`src/rtl/lcp_pkg.sv`:
```
// ----------------------------------------------------------------------------
// lcp_pkg
// Types, constants and keyword table shared by the line command parser.
// ----------------------------------------------------------------------------
package lcp_pkg;

    // width of the dial accumulator; the extension result carries its low 16 bits
    localparam int EXT_WIDTH = 16;

    localparam logic [7:0] CH_CR    = 8'h0D;
    localparam logic [7:0] CH_LF    = 8'h0A;
    localparam logic [7:0] CH_SPACE = 8'h20;

    typedef enum logic [2:0] {
        KIND_PICKUP    = 3'd0,
        KIND_HANGUP    = 3'd1,
        KIND_DIAL      = 3'd2,
        KIND_CHAT_BYTE = 3'd3,
        KIND_CHAT_END  = 3'd4,
        KIND_CLOSED    = 3'd5
    } kind_t;

    typedef enum logic [1:0] {
        KW_PICKUP = 2'd0,
        KW_HANGUP = 2'd1,
        KW_DIAL   = 2'd2,
        KW_CHAT   = 2'd3
    } kw_t;

    typedef enum logic [2:0] {
        PH_IDLE      = 3'd0,
        PH_MATCH     = 3'd1,
        PH_EXT       = 3'd2,
        PH_SKIP      = 3'd3,
        PH_SKIP_DIAL = 3'd4,
        PH_CHAT      = 3'd5
    } phase_t;

    typedef struct packed {
        logic [7:0] data_byte;
        logic       end_of_stream;
    } in_item_t;

    typedef struct packed {
        kind_t       kind;
        logic [15:0] extension;
        logic [7:0]  chat_byte;
    } result_t;

    // classified byte handed from the front to the back
    typedef struct packed {
        logic            eos;
        logic [7:0]      data_byte;
        logic            is_digit;
        logic [3:0]      digit;
        logic            is_cr;
        logic            is_lf;
        logic            is_space;
        logic            start_hit;
        kw_t             start_kw;
        logic [3:0][7:0] kw_hit;
    } class_item_t;

    function automatic logic [7:0] kw_char(input kw_t kw, input logic [2:0] pos);
        logic [7:0] c;
        begin
            c = 8'h00;
            case (kw)
                KW_PICKUP:
                    case (pos)
                        3'd0: c = "p";
                        3'd1: c = "i";
                        3'd2: c = "c";
                        3'd3: c = "k";
                        3'd4: c = "u";
                        3'd5: c = "p";
                        3'd6: c = CH_CR;
                        default: c = CH_LF;
                    endcase
                KW_HANGUP:
                    case (pos)
                        3'd0: c = "h";
                        3'd1: c = "a";
                        3'd2: c = "n";
                        3'd3: c = "g";
                        3'd4: c = "u";
                        3'd5: c = "p";
                        3'd6: c = CH_CR;
                        default: c = CH_LF;
                    endcase
                KW_DIAL:
                    case (pos)
                        3'd0: c = "d";
                        3'd1: c = "i";
                        3'd2: c = "a";
                        3'd3: c = "l";
                        3'd4: c = CH_SPACE;
                        default: c = 8'h00;
                    endcase
                default:
                    case (pos)
                        3'd0: c = "c";
                        3'd1: c = "h";
                        3'd2: c = "a";
                        3'd3: c = "t";
                        default: c = 8'h00;
                    endcase
            endcase
            return c;
        end
    endfunction

    // position of the last keyword character
    function automatic logic [2:0] kw_last(input kw_t kw);
        logic [2:0] l;
        begin
            case (kw)
                KW_PICKUP: l = 3'd7;
                KW_HANGUP: l = 3'd7;
                KW_DIAL:   l = 3'd4;
                default:   l = 3'd3;
            endcase
            return l;
        end
    endfunction

endpackage

```
`src/rtl/lcp_front.sv`:
```
// ----------------------------------------------------------------------------
// lcp_front
// Accepts stream bytes, classifies them and holds them in a two-entry queue.
// ----------------------------------------------------------------------------
module lcp_front
    import lcp_pkg::*;
(
    input  logic        clk,
    input  logic        rst_n,
    input  logic        push,
    input  in_item_t    item,
    output logic        full,
    output logic        mid_valid,
    input  logic        mid_ready,
    output class_item_t mid_item
);

    class_item_t cls;
    class_item_t slot_reg [2];
    logic        wr_ptr_reg, wr_ptr_next;
    logic        rd_ptr_reg, rd_ptr_next;
    logic [1:0]  count_reg, count_next;
    logic        wr_en, rd_en;

    always_comb
    begin
        cls.eos       = item.end_of_stream;
        cls.data_byte = item.data_byte;
        cls.is_digit  = (item.data_byte >= "0") && (item.data_byte <= "9");
        cls.digit     = item.data_byte[3:0];
        cls.is_cr     = (item.data_byte == CH_CR);
        cls.is_lf     = (item.data_byte == CH_LF);
        cls.is_space  = (item.data_byte == CH_SPACE);
        cls.start_hit = 1'b1;
        cls.start_kw  = KW_CHAT;
        case (item.data_byte)
            "p":     cls.start_kw = KW_PICKUP;
            "h":     cls.start_kw = KW_HANGUP;
            "d":     cls.start_kw = KW_DIAL;
            "c":     cls.start_kw = KW_CHAT;
            default: cls.start_hit = 1'b0;
        endcase
        // compare against every keyword character at once
        for (int k = 0; k < 4; k++)
        begin
            for (int p = 0; p < 8; p++)
            begin
                cls.kw_hit[k][p] = (item.data_byte == kw_char(kw_t'(2'(k)), 3'(p)));
            end
        end
    end

    assign full      = (count_reg == 2'd2);
    assign mid_valid = (count_reg != 2'd0);
    assign mid_item  = slot_reg[rd_ptr_reg];
    assign wr_en     = push && !full;
    assign rd_en     = mid_valid && mid_ready;

    always_comb
    begin
        wr_ptr_next = wr_en ? !wr_ptr_reg : wr_ptr_reg;
        rd_ptr_next = rd_en ? !rd_ptr_reg : rd_ptr_reg;
        count_next  = count_reg;
        if (wr_en && !rd_en)
        begin
            count_next = count_reg + 2'd1;
        end
        else if (rd_en && !wr_en)
        begin
            count_next = count_reg - 2'd1;
        end
    end

    always_ff @(posedge clk or negedge rst_n)
    begin
        if (!rst_n)
        begin
            wr_ptr_reg <= 1'b0;
            rd_ptr_reg <= 1'b0;
            count_reg  <= 2'd0;
        end
        else
        begin
            wr_ptr_reg <= wr_ptr_next;
            rd_ptr_reg <= rd_ptr_next;
            count_reg  <= count_next;
        end
    end

    always_ff @(posedge clk)
    begin
        if (wr_en)
        begin
            slot_reg[wr_ptr_reg] <= cls;
        end
    end

endmodule

```
`src/rtl/lcp_back.sv`:
```
// ----------------------------------------------------------------------------
// lcp_back
// Command parser state machine with a two-entry result queue.
// ----------------------------------------------------------------------------
module lcp_back
    import lcp_pkg::*;
(
    input  logic        clk,
    input  logic        rst_n,
    input  logic        mid_valid,
    output logic        mid_ready,
    input  class_item_t mid_item,
    output logic        empty,
    input  logic        pop,
    output result_t     result
);

    phase_t                 phase_reg, phase_next;
    kw_t                    kw_reg, kw_next;
    logic [2:0]             pos_reg, pos_next;
    logic                   cr_reg, cr_next;
    logic [EXT_WIDTH-1:0]   acc_reg, acc_next;
    logic                   trim_reg, trim_next;

    logic [EXT_WIDTH+3:0]   acc_times;
    logic [EXT_WIDTH-1:0]   acc_sat;
    logic [EXT_WIDTH+15:0]  acc_wide;

    logic                   take;
    logic                   emit;
    result_t                res;

    result_t                slot_reg [2];
    logic                   wr_ptr_reg, rd_ptr_reg;
    logic [1:0]             count_reg, count_next;
    logic                   wr_en, rd_en;

    assign mid_ready = (count_reg != 2'd2);
    assign take      = mid_valid && mid_ready;

    // times ten plus digit, clamped at the accumulator maximum
    assign acc_times = ({4'b0, acc_reg} << 3) + ({4'b0, acc_reg} << 1)
                     + {{EXT_WIDTH{1'b0}}, mid_item.digit};
    assign acc_sat   = (|acc_times[EXT_WIDTH+3:EXT_WIDTH]) ? {EXT_WIDTH{1'b1}}
                                                          : acc_times[EXT_WIDTH-1:0];
    assign acc_wide  = {16'b0, acc_reg};

    always_comb
    begin
        phase_next    = phase_reg;
        kw_next       = kw_reg;
        pos_next      = pos_reg;
        cr_next       = cr_reg;
        acc_next      = acc_reg;
        trim_next     = trim_reg;
        emit          = 1'b0;
        res.kind      = KIND_CLOSED;
        res.extension = 16'd0;
        res.chat_byte = 8'd0;
        if (mid_item.eos)
        begin
            phase_next = PH_IDLE;
            kw_next    = KW_PICKUP;
            pos_next   = 3'd0;
            cr_next    = 1'b0;
            acc_next   = '0;
            trim_next  = 1'b1;
            emit       = 1'b1;
            res.kind   = KIND_CLOSED;
        end
        else
        begin
            unique case (phase_reg)
                PH_IDLE:
                begin
                    if (mid_item.start_hit)
                    begin
                        kw_next    = mid_item.start_kw;
                        pos_next   = 3'd1;
                        phase_next = PH_MATCH;
                    end
                end
                PH_MATCH:
                begin
                    if (!mid_item.kw_hit[kw_reg][pos_reg])
                    begin
                        phase_next = PH_SKIP;
                        cr_next    = mid_item.is_cr;
                    end
                    else if (pos_reg != kw_last(kw_reg))
                    begin
                        pos_next = pos_reg + 3'd1;
                    end
                    else if (kw_reg == KW_PICKUP || kw_reg == KW_HANGUP)
                    begin
                        phase_next = PH_IDLE;
                        kw_next    = KW_PICKUP;
                        pos_next   = 3'd0;
                        cr_next    = 1'b0;
                        acc_next   = '0;
                        trim_next  = 1'b1;
                        emit       = 1'b1;
                        res.kind   = (kw_reg == KW_PICKUP) ? KIND_PICKUP : KIND_HANGUP;
                    end
                    else if (kw_reg == KW_DIAL)
                    begin
                        phase_next = PH_EXT;
                        acc_next   = '0;
                        cr_next    = 1'b0;
                    end
                    else
                    begin
                        phase_next = PH_CHAT;
                        trim_next  = 1'b1;
                        cr_next    = 1'b0;
                    end
                end
                PH_EXT:
                begin
                    if (cr_reg)
                    begin
                        if (mid_item.is_lf)
                        begin
                            phase_next    = PH_IDLE;
                            kw_next       = KW_PICKUP;
                            pos_next      = 3'd0;
                            cr_next       = 1'b0;
                            acc_next      = '0;
                            trim_next     = 1'b1;
                            emit          = 1'b1;
                            res.kind      = KIND_DIAL;
                            res.extension = acc_wide[15:0];
                        end
                        else
                        begin
                            phase_next = PH_SKIP_DIAL;
                            cr_next    = mid_item.is_cr;
                        end
                    end
                    else if (mid_item.is_cr)
                    begin
                        cr_next = 1'b1;
                    end
                    else if (mid_item.is_digit)
                    begin
                        acc_next = acc_sat;
                    end
                    else
                    begin
                        phase_next = PH_SKIP_DIAL;
                        cr_next    = 1'b0;
                    end
                end
                PH_SKIP, PH_SKIP_DIAL:
                begin
                    if (cr_reg && mid_item.is_lf)
                    begin
                        phase_next = PH_IDLE;
                        kw_next    = KW_PICKUP;
                        pos_next   = 3'd0;
                        cr_next    = 1'b0;
                        acc_next   = '0;
                        trim_next  = 1'b1;
                        // a bad dial line still reports a dial, to extension zero
                        emit       = (phase_reg == PH_SKIP_DIAL);
                        res.kind   = KIND_DIAL;
                    end
                    else
                    begin
                        cr_next = mid_item.is_cr;
                    end
                end
                PH_CHAT:
                begin
                    if (cr_reg && mid_item.is_lf)
                    begin
                        phase_next = PH_IDLE;
                        kw_next    = KW_PICKUP;
                        pos_next   = 3'd0;
                        cr_next    = 1'b0;
                        acc_next   = '0;
                        trim_next  = 1'b1;
                        emit       = 1'b1;
                        res.kind   = KIND_CHAT_END;
                    end
                    else if (mid_item.is_cr)
                    begin
                        cr_next = 1'b1;
                    end
                    else
                    begin
                        cr_next = 1'b0;
                        if (!(trim_reg && mid_item.is_space))
                        begin
                            trim_next     = 1'b0;
                            emit          = 1'b1;
                            res.kind      = KIND_CHAT_BYTE;
                            res.chat_byte = mid_item.data_byte;
                        end
                    end
                end
                default:
                begin
                    phase_next = PH_IDLE;
                    kw_next    = KW_PICKUP;
                    pos_next   = 3'd0;
                    cr_next    = 1'b0;
                    acc_next   = '0;
                    trim_next  = 1'b1;
                end
            endcase
        end
    end

    always_ff @(posedge clk or negedge rst_n)
    begin
        if (!rst_n)
        begin
            phase_reg <= PH_IDLE;
            kw_reg    <= KW_PICKUP;
            pos_reg   <= 3'd0;
            cr_reg    <= 1'b0;
            acc_reg   <= '0;
            trim_reg  <= 1'b1;
        end
        else if (take)
        begin
            phase_reg <= phase_next;
            kw_reg    <= kw_next;
            pos_reg   <= pos_next;
            cr_reg    <= cr_next;
            acc_reg   <= acc_next;
            trim_reg  <= trim_next;
        end
    end

    // result queue
    assign empty  = (count_reg == 2'd0);
    assign result = slot_reg[rd_ptr_reg];
    assign wr_en  = take && emit;
    assign rd_en  = pop && !empty;

    always_comb
    begin
        count_next = count_reg;
        if (wr_en && !rd_en)
        begin
            count_next = count_reg + 2'd1;
        end
        else if (rd_en && !wr_en)
        begin
            count_next = count_reg - 2'd1;
        end
    end

    always_ff @(posedge clk or negedge rst_n)
    begin
        if (!rst_n)
        begin
            wr_ptr_reg <= 1'b0;
            rd_ptr_reg <= 1'b0;
            count_reg  <= 2'd0;
        end
        else
        begin
            wr_ptr_reg <= wr_en ? !wr_ptr_reg : wr_ptr_reg;
            rd_ptr_reg <= rd_en ? !rd_ptr_reg : rd_ptr_reg;
            count_reg  <= count_next;
        end
    end

    always_ff @(posedge clk)
    begin
        if (wr_en)
        begin
            slot_reg[wr_ptr_reg] <= res;
        end
    end

endmodule

```
`src/rtl/line_command_parser.sv`:
```
// ----------------------------------------------------------------------------
// line_command_parser
// Parses CRLF-terminated text commands from a byte stream.
// ----------------------------------------------------------------------------
// Input side: push one byte (or an end-of-stream mark) per transaction while
// full is low. Result side: the oldest result sits on result while empty is
// low and leaves on pop. Each byte gives zero or one result.
// An accepted byte is written to the byte queue; the parser then takes it and
// writes its result to the result queue. Throughput: one byte per cycle
// while the result queue has room, as the parser state updates per byte taken.
// A two-entry queue of classified bytes separates the byte classifier from
// the parser; a two-entry result queue separates the parser from the reader.
// While pop stays low the result queue fills, the parser stops, the byte
// queue fills and full rises; nothing is dropped.
// Reset empties both queues and returns the parser to waiting for a command.
// ----------------------------------------------------------------------------
module line_command_parser
    import lcp_pkg::*;
(
    input  logic     clk,
    input  logic     rst_n,
    input  logic     push,
    input  in_item_t item,
    output logic     full,
    output logic     empty,
    input  logic     pop,
    output result_t  result
);

    logic        mid_valid;
    logic        mid_ready;
    class_item_t mid_item;

    lcp_front u_front
    (
        .clk       (clk),
        .rst_n     (rst_n),
        .push      (push),
        .item      (item),
        .full      (full),
        .mid_valid (mid_valid),
        .mid_ready (mid_ready),
        .mid_item  (mid_item)
    );

    lcp_back u_back
    (
        .clk       (clk),
        .rst_n     (rst_n),
        .mid_valid (mid_valid),
        .mid_ready (mid_ready),
        .mid_item  (mid_item),
        .empty     (empty),
        .pop       (pop),
        .result    (result)
    );

    // both queues come out of reset empty
    a_reset_empty: assert property (@(posedge clk)
        $rose(rst_n) |-> empty && !full)
        else $error("queues not empty after reset");

    a_ext_only_dial: assert property (@(posedge clk) disable iff (!rst_n)
        (!empty && result.kind != KIND_DIAL) |-> result.extension == 16'd0)
        else $error("extension set on a non-dial result");

    a_byte_only_chat: assert property (@(posedge clk) disable iff (!rst_n)
        (!empty && result.kind != KIND_CHAT_BYTE) |-> result.chat_byte == 8'd0)
        else $error("chat byte set on a non-chat result");

    // the parser only takes a byte when the byte queue holds one
    a_no_result_from_nothing: assert property (@(posedge clk) disable iff (!rst_n)
        (empty && !mid_valid) |=> empty)
        else $error("result appeared with no byte to parse");

endmodule
```
`config.mk`:
```
export PLATFORM = sky130hd
export DESIGN_NAME = line_command_parser
export DESIGN_NICKNAME = d
export VERILOG_FILES = /design/src/rtl/lcp_pkg.sv /design/src/rtl/lcp_front.sv /design/src/rtl/lcp_back.sv /design/src/rtl/line_command_parser.sv
export SDC_FILE = /design/constraint.sdc
export NUM_CORES = 1
export LEC_CHECK = 0
export BUFFER_PORTS_ARGS = -buffer_cell sky130_fd_sc_hd__buf_4
export CAP_MARGIN = 0
export CORE_UTILIZATION = 60
export CTS_CLUSTER_DIAMETER = 150
export CTS_CLUSTER_SIZE = 28
export DETAILED_ROUTE_END_ITERATION = 8
export GPL_TIMING_DRIVEN = 0
export MAX_ROUTING_LAYER = met4
export PLACE_DENSITY = 0.75
export SETUP_SLACK_MARGIN = 0.02
export SYNTH_ARGS = -nofsm -noshare
export SYNTH_HDL_FRONTEND = slang
export SYNTH_SLANG_ARGS = --single-unit
```
`constraint.sdc`:
```
create_clock -name clk -period 8.13 [get_ports clk]
set_input_delay 0.813 -clock clk [delete_from_list [all_inputs] [get_ports clk]]
set_output_delay 0.813 -clock clk [all_outputs]
set_load 0.005 [all_outputs]
```
==> flow_metrics.env, run 1 <==
export IMPL_ys_seq_area_share_pct=55.5
export IMPL_path_cells="buf_6, buf_2, buf_4, buf_1, mux2_2, fa_1, ha_1, nor2b_1, o31ai_2, a2bb2oi_1, a2111oi_0, o21bai_1, a2111oi_4, buf_2, a21oi_1"
export IMPL_finalSetupViolations=0
export IMPL_ys_warn_count=0
export IMPL_critPathArrivalTime_ns=5.74
export IMPL_path_common_cell="buf_2"
export IMPL_track_usage_pct=25.5
export IMPL_grt_ovfl_total=0
export IMPL_area_growth_pct=14.9
export IMPL_ir_worst_vdd_uv=199
export IMPL_numPortBuffers=41
export IMPL_startpoint_type="flop"
export IMPL_hold_violations=0
export IMPL_initial_core_util_pct=62.4
export IMPL_seq_power_share_pct=36.8
export IMPL_fin_hold_ws_ns=0.349
export IMPL_syn_num_nets=651
export IMPL_mostFrequentLayoutCells="edfxtp_1 (112), a21oi_1 (49), buf_4 (42)"
export IMPL_die_area_mm2=0.0131
export IMPL_fin_setup_tns_ns=0
export IMPL_grt_pass1_vias=4993
export IMPL_cpLargestDelayFamily="compound AO/OA/AOI/OAI gates"
export IMPL_synthCells=602
export IMPL_fin_nets=713
export IMPL_clockRootBuffer="clkbuf_16"
export IMPL_drive_above_1_share_pct=20.5
export IMPL_fin_area_mm2=0.00872
export IMPL_skew_ns=0.00563
export IMPL_p_sw_mw=1.05
export IMPL_fillers=852
export IMPL_core_region_area_mm2=0.0122
export IMPL_cp_num_buf_inv=5
export IMPL_reg2reg_depth=15
export IMPL_vias_per_cell=5.92
export IMPL_clk_pin_slew_ns=0.06
export IMPL_avgSynthCellArea_um2=12.6
export IMPL_worst_slew_pin_slew_ns=1.28
export IMPL_die_x_um=114
export IMPL_cp_depth=15
export IMPL_required_ns=8.43
export IMPL_post_cts_setup_buffer_count=0
export IMPL_ys_ff_latch=146
export IMPL_pwr_share_clk_pct=24.8
export IMPL_cts_buffers=17
export IMPL_p_leak_nw=3.38
export IMPL_io_pins=42
export IMPL_powerDensity_mw_per_mm2=350
export IMPL_crit_path_max_fanout=10
export IMPL_cts_htree_levels=4
export IMPL_via_count=5003
export IMPL_drt_wl_total_um=15100
export IMPL_tritoncts="done"
export IMPL_max_stage_delay_ns=0.63
export IMPL_cts_sinks=146
export IMPL_ys_types=71
export IMPL_grt_max_degree=35
export IMPL_hp_class="input port to asynchronous set/reset pin"
export IMPL_gp_congestion=0.936
export IMPL_dpl_cell_area_mm2=0.00814
export IMPL_layout_commonest_cell="edfxtp_1"
export IMPL_post_route_period_util_pct=66.9
export IMPL_fp_dieH_um=114
export IMPL_async_flop_share_pct=23.3
export IMPL_synth_area_mm2=0.00759
export IMPL_relSlewSlack_pct=14.4
export IMPL_grt_pass1_wl_um=24300
export IMPL_wl_per_cell_um=17.8
export IMPL_ys_flop_type="edfxtp_1"
export IMPL_multiInputGateArea_mm2=0.00324
export IMPL_synth_edf_count=112
export IMPL_largest_reg_flops=58
export IMPL_seq_area_mm2=0.00422
export IMPL_worst_setup_path_end_kind="flop"
export IMPL_n_antenna_cell=0
export IMPL_drc=0
export IMPL_clk_latency_ns=0.42
export IMPL_switching_share_pct=34.3
export IMPL_slew_violations=0
export IMPL_crit_type="flop to flop"
export IMPL_maxCapViolations=0
export IMPL_cts_resized=0
export IMPL_drt_initial_drc_count=342
export IMPL_ctsHoldBuffers=0
export IMPL_fin_crit_ns=5.44
export IMPL_outcome="complete, no violations"
export IMPL_grt_setup_unrepaired="no"
export IMPL_place_detailed_hpwl_um=10700
export IMPL_antenna_found_initial=0
export IMPL_crit_path_top_delay_cell="buf_1"
export IMPL_firstDrtPassIters=5
export IMPL_clock_path_buffers=2
export IMPL_p_int_mw=2.01
export IMPL_pwr_share_comb_pct=38.4
export IMPL_max_freq_mhz=184
export IMPL_ant_nets=0
export IMPL_row_count=40
[worst paths after layout]
kind                                                 from                              to  slack (ns)
min in group clk            u_back.wr_ptr_reg$_DFFE_PN0P_   u_back.wr_ptr_reg$_DFFE_PN0P_        0.51
max in group asynchronous                           rst_n     u_back.trim_reg$_DFFE_PN1P_        7.44
min reg2reg                 u_back.wr_ptr_reg$_DFFE_PN0P_   u_back.wr_ptr_reg$_DFFE_PN0P_        0.51
max                        u_front.rd_ptr_reg$_DFFE_PN0P_  u_back.acc_reg[11]$_DFFE_PN0P_        2.69
min                                                 rst_n  u_back.acc_reg[12]$_DFFE_PN0P_        0.35
max reg2reg                u_front.rd_ptr_reg$_DFFE_PN0P_  u_back.acc_reg[11]$_DFFE_PN0P_        2.69
[power groups by stage]
stage / registers (mW) / clock network, mW / logic (mW)
5_1_grt: 1.14 / 0.793 / 1.28
2_1_floorplan: 1.11 / 0 / 0.825
3_5_place_dp: 1.14 / 0 / 1.17
6_report: 1.12 / 0.757 / 1.17
4_1_cts: 1.13 / 0.766 / 1.18
3_3_place_gp: 1.13 / 0 / 1.12
[Yosys cell counts, drive strengths merged (4+ instances only)]
cell / n / area share [%]
a2111oi: 4 / 0.96
a211oi: 6 / 0.59
a21o: 7 / 0.69
a21oi: 49 / 3.2
and2: 21 / 1.8
and3: 8 / 0.66
buf: 8 / 0.63
clkbuf: 16 / 0.79
dfrtp: 33 / 11
edfxtp: 112 / 44
ha: 34 / 5.6
inv: 11 / 0.54
mux2: 40 / 5.9
mux2i: 14 / 2.0
mux4: 8 / 2.4
nand2: 33 / 1.6
nand2b: 11 / 0.91
nand3: 11 / 0.73
nand3b: 6 / 0.59
nor2: 37 / 1.8
nor2b: 9 / 0.74
nor3: 21 / 1.5
nor4b: 4 / 0.46
o211ai: 5 / 0.49
o21ai: 20 / 1.3
xnor2: 10 / 1.2
xor2: 11 / 1.3
[per-stage QoR]
stage	util (%)	total power [mW]	cells	setup slack, ns
6_report	71.7	3.05	845	2.69
5_1_grt	71.7	3.21	845	2.37
4_1_cts	71.7	3.07	845	2.68
3_5_place_dp	66.9	2.30	813	2.72
3_3_place_gp	66.7	2.26	811	2.88
2_1_floorplan	-	1.94	602	3.73
[routing by layer]
metal | wire [um] | vias to the layer above | GRT usage (%) | part of all wire [%]
met5 | 0 | - | - | 0
met4 | 214 | 0 | 8.05 | 1.4
met3 | 648 | 18 | 5.40 | 4.3
met2 | 7840 | 112 | 44.1 | 52
met1 | 6350 | 2449 | 29.9 | 42
li1 | - | 2424 | - | -
[final cells by class]
type,instances,share of cell area (%)
clock inverters,12,1.52
flip-flops and latches,146,48.3
repair buffers,43,3.79
inverters,11,0.473
plain buffers,24,1.23
clock buffers,20,5.12
multi-input cells,421,37.1
well taps,168,2.41
[cells by family (layout without fill, tap and decap cells)]
family	after synthesis	after routing	synth area share [%]
simple gates	175	175	12.1
flops	146	146	55.5
compound gates	127	127	11.5
mux	62	62	10.3
fa+ha+maj	36	36	6.13
buf+inv	35	110	1.96
xor+xnor	21	21	2.42
No activity file was read; power rests on OpenSTA's default activity.
==> inputs of run 2 (changes only) <==
- clock period: 8.13 -> 5.2 ns (I/O delays scaled with it)
==> flow_metrics.env, run 2 (synthesized netlist as in run 1, its figures left out) <==
export IMPL_outcome="complete, no violations"
export IMPL_fin_area_mm2=0.00872
export IMPL_powerDensity_mw_per_mm2=547
export IMPL_area_growth_pct=14.9
export IMPL_fin_hold_ws_ns=0.0533
export IMPL_clockRootBuffer="clkbuf_16"
export IMPL_startpoint_type="flop"
export IMPL_path_cells="buf_6, buf_2, buf_4, mux2_2, fa_1, ha_1, nor2b_1, o31ai_2, a2bb2oi_1, a2111oi_0, o21bai_1, a2111oi_4, buf_2, a21oi_1"
export IMPL_largest_reg_flops=58
export IMPL_wl_per_cell_um=17.7
export IMPL_ant_nets=0
export IMPL_die_x_um=114
export IMPL_grt_setup_unrepaired="no"
export IMPL_worst_setup_path_end_kind="flop"
export IMPL_cts_buffers=17
export IMPL_via_count=5003
export IMPL_grt_max_degree=35
export IMPL_required_ns=5.50
export IMPL_post_cts_setup_buffer_count=0
export IMPL_tritoncts="done"
export IMPL_maxCapViolations=0
export IMPL_initial_core_util_pct=62.4
export IMPL_clk_pin_slew_ns=0.06
export IMPL_die_area_mm2=0.0131
export IMPL_r2r_start="u_front.rd_ptr_reg$_DFFE_PN0P_"
export IMPL_cts_htree_levels=4
export IMPL_crit_path_max_fanout=19
export IMPL_p_leak_nw=3.38
export IMPL_hp_class="input port to asynchronous set/reset pin"
export IMPL_finalSetupViolations=0
export IMPL_fin_nets=712
export IMPL_grt_pass1_wl_um=24200
export IMPL_fillers=850
export IMPL_dpl_cell_area_mm2=0.00814
export IMPL_drt_wl_total_um=15000
export IMPL_io_pins=42
export IMPL_mostFrequentLayoutCells="edfxtp_1 (112), a21oi_1 (49), buf_4 (42)"
export IMPL_relSlewSlack_pct=14.2
export IMPL_clock_path_buffers=2
export IMPL_max_freq_mhz=205
export IMPL_drive_above_1_share_pct=20.6
export IMPL_track_usage_pct=25.4
export IMPL_fin_crit_ns=4.87
export IMPL_reg2reg_depth=14
export IMPL_reg2reg_slack_ns=0.33
export IMPL_numPortBuffers=41
export IMPL_n_antenna_cell=0
export IMPL_cpLargestDelayFamily="compound AO/OA/AOI/OAI gates"
export IMPL_vias_per_cell=5.93
export IMPL_max_stage_delay_ns=0.61
export IMPL_skew_ns=0.00588
export IMPL_crit_path_top_delay_cell="a2111oi_4"
export IMPL_critPathArrivalTime_ns=5.17
export IMPL_hold_violations=0
export IMPL_clk_latency_ns=0.43
export IMPL_drt_initial_drc_count=355
export IMPL_r2r_end="u_back.acc_reg[11]$_DFFE_PN0P_"
export IMPL_core_region_area_mm2=0.0122
export IMPL_firstDrtPassIters=5
export IMPL_path_common_cell="buf_2"
export IMPL_grt_ovfl_total=0
export IMPL_utilization_pct=71.7
export IMPL_row_count=40
export IMPL_ir_worst_vdd_uv=309
export IMPL_cts_sinks=146
export IMPL_drc=0
export IMPL_grt_pass1_vias=4993
export IMPL_cp_num_buf_inv=4
export IMPL_layout_commonest_cell="edfxtp_1"
export IMPL_slew_violations=0
export IMPL_crit_type="flop to flop"
export IMPL_gp_congestion=0.936
export IMPL_place_detailed_hpwl_um=10700
export IMPL_fp_dieH_um=114
export IMPL_cts_resized=0
export IMPL_antenna_found_initial=0
export IMPL_post_route_period_util_pct=93.6
export IMPL_worst_slew_pin_slew_ns=1.29
-- run 2: changes by cell type in the layout (fill, tap and decap cells not counted), sizes merged --
cell,delta
buf,-1
-- run 2: final cells by class --
| cell class | count | area [um2] | share of cell area, % |
|---|---|---|---|
| sequential | 146 | 4220 | 48.3 |
| multi-input combinational | 421 | 3240 | 37.1 |
| clock buffer | 20 | 447 | 5.12 |
| timing repair buffer | 43 | 330 | 3.79 |
| tap | 168 | 210 | 2.41 |
| clock inverter | 12 | 133 | 1.52 |
| buffer | 23 | 104 | 1.19 |
| inverter | 11 | 41.3 | 0.474 |
-- run 2: how the worst max path moves through the flow --
stage	startpoint	end	slack [ns]	depth (start not counted)
6_report	u_front.rd_ptr_reg$_DFFE_PN0P_	u_back.acc_reg[11]$_DFFE_PN0P_	0.33	14
5_1_grt	u_front.rd_ptr_reg$_DFFE_PN0P_	u_back.acc_reg[11]$_DFFE_PN0P_	0.04	14
4_1_cts	u_front.rd_ptr_reg$_DFFE_PN0P_	u_back.acc_reg[11]$_DFFE_PN0P_	0.33	14
3_5_place_dp	u_front.rd_ptr_reg$_DFFE_PN0P_	u_back.acc_reg[13]$_DFFE_PN0P_	-0.21	15
3_3_place_gp	u_front.rd_ptr_reg$_DFFE_PN0P_	u_back.acc_reg[13]$_DFFE_PN0P_	-0.05	16
2_1_floorplan	u_front.rd_ptr_reg$_DFFE_PN0P_	u_back.acc_reg[10]$_DFFE_PN0P_	0.80	16
-- run 2: per-stage QoR --
stage	std cells	power [mW]	setup TNS (ns)	worst slack [ns]
floorplan	602	3.03	0	0.802
global placement	811	3.53	-0.476	-0.0538
detailed placement	813	3.60	-2.02	-0.213
CTS	844	4.79	0	0.332
global route	844	5.02	0	0.0448
finish	844	4.77	0	0.333
-- run 2: repair_timing --
action | 4_1_cts | 5_1_grt
endpoints found under the hold margin | 0 | 0
hold buffers | 0 | 0
endpoints found under the setup margin | 10 | 0
-- run 2: worst reg2reg max path, stage by stage, from the launching register on --
cell       delay, ns
dfrtp_1         0.34
buf_6           0.18
buf_2           0.30
buf_4           0.36
mux2_2          0.42
fa_1            0.43
ha_1            0.34
nor2b_1         0.17
o31ai_2         0.31
a2bb2oi_1       0.20
a2111oi_0       0.47
o21bai_1        0.16
a2111oi_4       0.61
buf_2           0.34
a21oi_1         0.11
-- run 2: where the power goes --
part | leakage, nW | total [mW] | internal [mW] | switching [mW]
Sequential | 1.49 | 1.76 | 1.62 | 0.138
Combinational | 1.61 | 1.83 | 0.797 | 1.03
Clock | 0.277 | 1.18 | 0.719 | 0.464
-- run 2: metal layers --
metal | track usage [%] | part of all wire, % | wire, um
met1 | 29.6 | 42 | 6290
met2 | 43.9 | 52 | 7780
met3 | 5.40 | 4.4 | 657
met4 | 8.05 | 1.6 | 235
met5 | - | 0 | 0
==> inputs of run 3 (changes only) <==
- CORE_UTILIZATION: 60 -> 30
- CTS_CLUSTER_DIAMETER: 150 -> default
- PLACE_DENSITY: 0.75 -> 0.41
- clock period: 5.2 -> 5.95 ns (I/O delays scaled with it)
==> flow_metrics.env, run 3 (synthesized netlist as in run 1, its figures left out) <==
export IMPL_outcome="complete, no violations"
export IMPL_p_leak_nw=3.39
export IMPL_die_area_mm2=0.0259
export IMPL_relSlewSlack_pct=23.2
export IMPL_cts_sinks=146
export IMPL_clockRootBuffer="clkbuf_16"
export IMPL_crit_path_max_fanout=10
export IMPL_grt_ovfl_total=0
export IMPL_required_ns=6.24
export IMPL_ant_nets=0
export IMPL_antenna_found_initial=0
export IMPL_fin_crit_ns=5.45
export IMPL_mostFrequentLayoutCells="edfxtp_1 (112), a21oi_1 (49), buf_4 (42)"
export IMPL_numPortBuffers=41
export IMPL_vias_per_cell=4.98
export IMPL_clock_path_buffers=2
export IMPL_row_count=57
export IMPL_grt_pass1_vias=5021
export IMPL_largest_reg_flops=58
export IMPL_fin_nets=714
export IMPL_post_cts_setup_buffer_count=0
export IMPL_core_region_area_mm2=0.0245
export IMPL_firstDrtPassIters=4
export IMPL_utilization_pct=36.4
export IMPL_wl_per_cell_um=17.7
export IMPL_fin_setup_tns_ns=0
export IMPL_path_common_cell="buf_2"
export IMPL_via_count=4991
export IMPL_drive_above_1_share_pct=20.8
export IMPL_cts_buffers=17
export IMPL_die_x_um=161
export IMPL_max_freq_mhz=184
export IMPL_n_antenna_cell=0
export IMPL_post_route_period_util_pct=91.6
export IMPL_area_growth_pct=17.8
export IMPL_cts_resized=0
export IMPL_reg2reg_slack_ns=0.50
export IMPL_hp_class="input port to asynchronous set/reset pin"
export IMPL_cts_htree_levels=4
export IMPL_fin_hold_ws_ns=0.143
export IMPL_cpLargestDelayFamily="compound AO/OA/AOI/OAI gates"
export IMPL_grt_max_degree=35
export IMPL_placed_cells=970
export IMPL_drt_initial_drc_count=244
export IMPL_hold_violations=0
export IMPL_max_stage_delay_ns=0.60
export IMPL_crit_type="flop to flop"
export IMPL_pre_cts_ws_ns=0.463
export IMPL_initial_core_util_pct=30.9
export IMPL_cp_num_buf_inv=5
export IMPL_critPathArrivalTime_ns=5.74
export IMPL_track_usage_pct=14.8
export IMPL_layoutNonFillerInstCount=1002
export IMPL_layout_commonest_cell="edfxtp_1"
export IMPL_crit_path_top_delay_cell="buf_1"
export IMPL_fillers=2420
export IMPL_drt_wl_total_um=17800
export IMPL_tritoncts="done"
export IMPL_powerDensity_mw_per_mm2=475
export IMPL_finalSetupViolations=0
export IMPL_skew_ns=0.0105
export IMPL_ctsHoldBuffers=0
export IMPL_drc=0
export IMPL_fp_dieH_um=161
export IMPL_place_detailed_hpwl_um=12900
export IMPL_io_pins=42
export IMPL_maxCapViolations=0
export IMPL_startpoint_type="flop"
export IMPL_clk_pin_slew_ns=0.07
export IMPL_ir_worst_vdd_uv=171
export IMPL_clk_latency_ns=0.42
export IMPL_fin_ws_ns=0.503
export IMPL_slew_violations=0
export IMPL_worst_setup_path_end_kind="flop"
export IMPL_grt_pass1_wl_um=28200
export IMPL_gp_congestion=0.841
export IMPL_worst_slew_pin_slew_ns=1.14
export IMPL_path_cells="buf_6, buf_2, buf_4, buf_1, mux2_2, fa_1, ha_1, nor2b_1, o31ai_2, a2bb2oi_1, a2111oi_0, o21bai_1, a2111oi_4, buf_2, a21oi_1"
export IMPL_grt_setup_unrepaired="no"
run 3: worst register-to-register path: cells and delay by family, from the launching register on:
family,cells,cell delay (ns)
multiplexers,1,0.45
AND/OR/NAND/NOR,1,0.16
buffers and inverters,5,1.68
AO/OA/AOI/OAI,6,1.92
adder cells (fa/ha/maj),2,0.77
flip-flops,1,0.34
run 3: path summary, 6_finish.rpt:
check / end / from / depth (start not counted)
hold / removal: u_back.acc_reg[13]$_DFFE_PN0P_ / rst_n / 1
setup / recovery: u_back.acc_reg[4]$_DFFE_PN0P_ / u_front.rd_ptr_reg$_DFFE_PN0P_ / 15
max in group asynchronous: u_back.trim_reg$_DFFE_PN1P_ / rst_n / 1
min in group clk: u_front.slot_reg[1][51]$_DFFE_PP_ / item[0] / 1
hold reg to reg: u_front.count_reg[1]$_DFFE_PN0P_ / u_front.count_reg[1]$_DFFE_PN0P_ / 1
setup reg to reg: u_back.acc_reg[4]$_DFFE_PN0P_ / u_front.rd_ptr_reg$_DFFE_PN0P_ / 15
run 3: metal layers:
layer  global-route usage [%]  wire length, um  vias to the layer above
met5                        -                0                        -
met4                     4.33              154                        0
met3                     2.88              559                       11
met2                     22.7             8210                       82
met1                     19.9             8850                     2482
li1                         -                -                     2416
run 3: layout make-up:
type / count / area [um2] / share of cell area [%]
Inverter: 11 / 41.3 / 0.462
Tap cell: 324 / 405 / 4.53
Clock inverter: 14 / 154 / 1.72
Timing Repair Buffer: 44 / 350 / 3.92
Multi-Input combinational cell: 421 / 3240 / 36.2
Buffer: 24 / 108 / 1.20
Clock buffer: 18 / 429 / 4.80
Sequential cell: 146 / 4220 / 47.1
run 3: through the flow:
step	instance area, um2	power, mW
global route	8940	4.53
floorplan	7590	2.64
finish	8940	4.25
global placement	8300	3.19
detailed placement	8360	3.24
CTS	8940	4.32
run 3: power by group:
group          internal (mW)  switching, mW
clock network          0.623          0.445
logic                  0.709          0.935
registers               1.41          0.123
total                   2.74           1.50
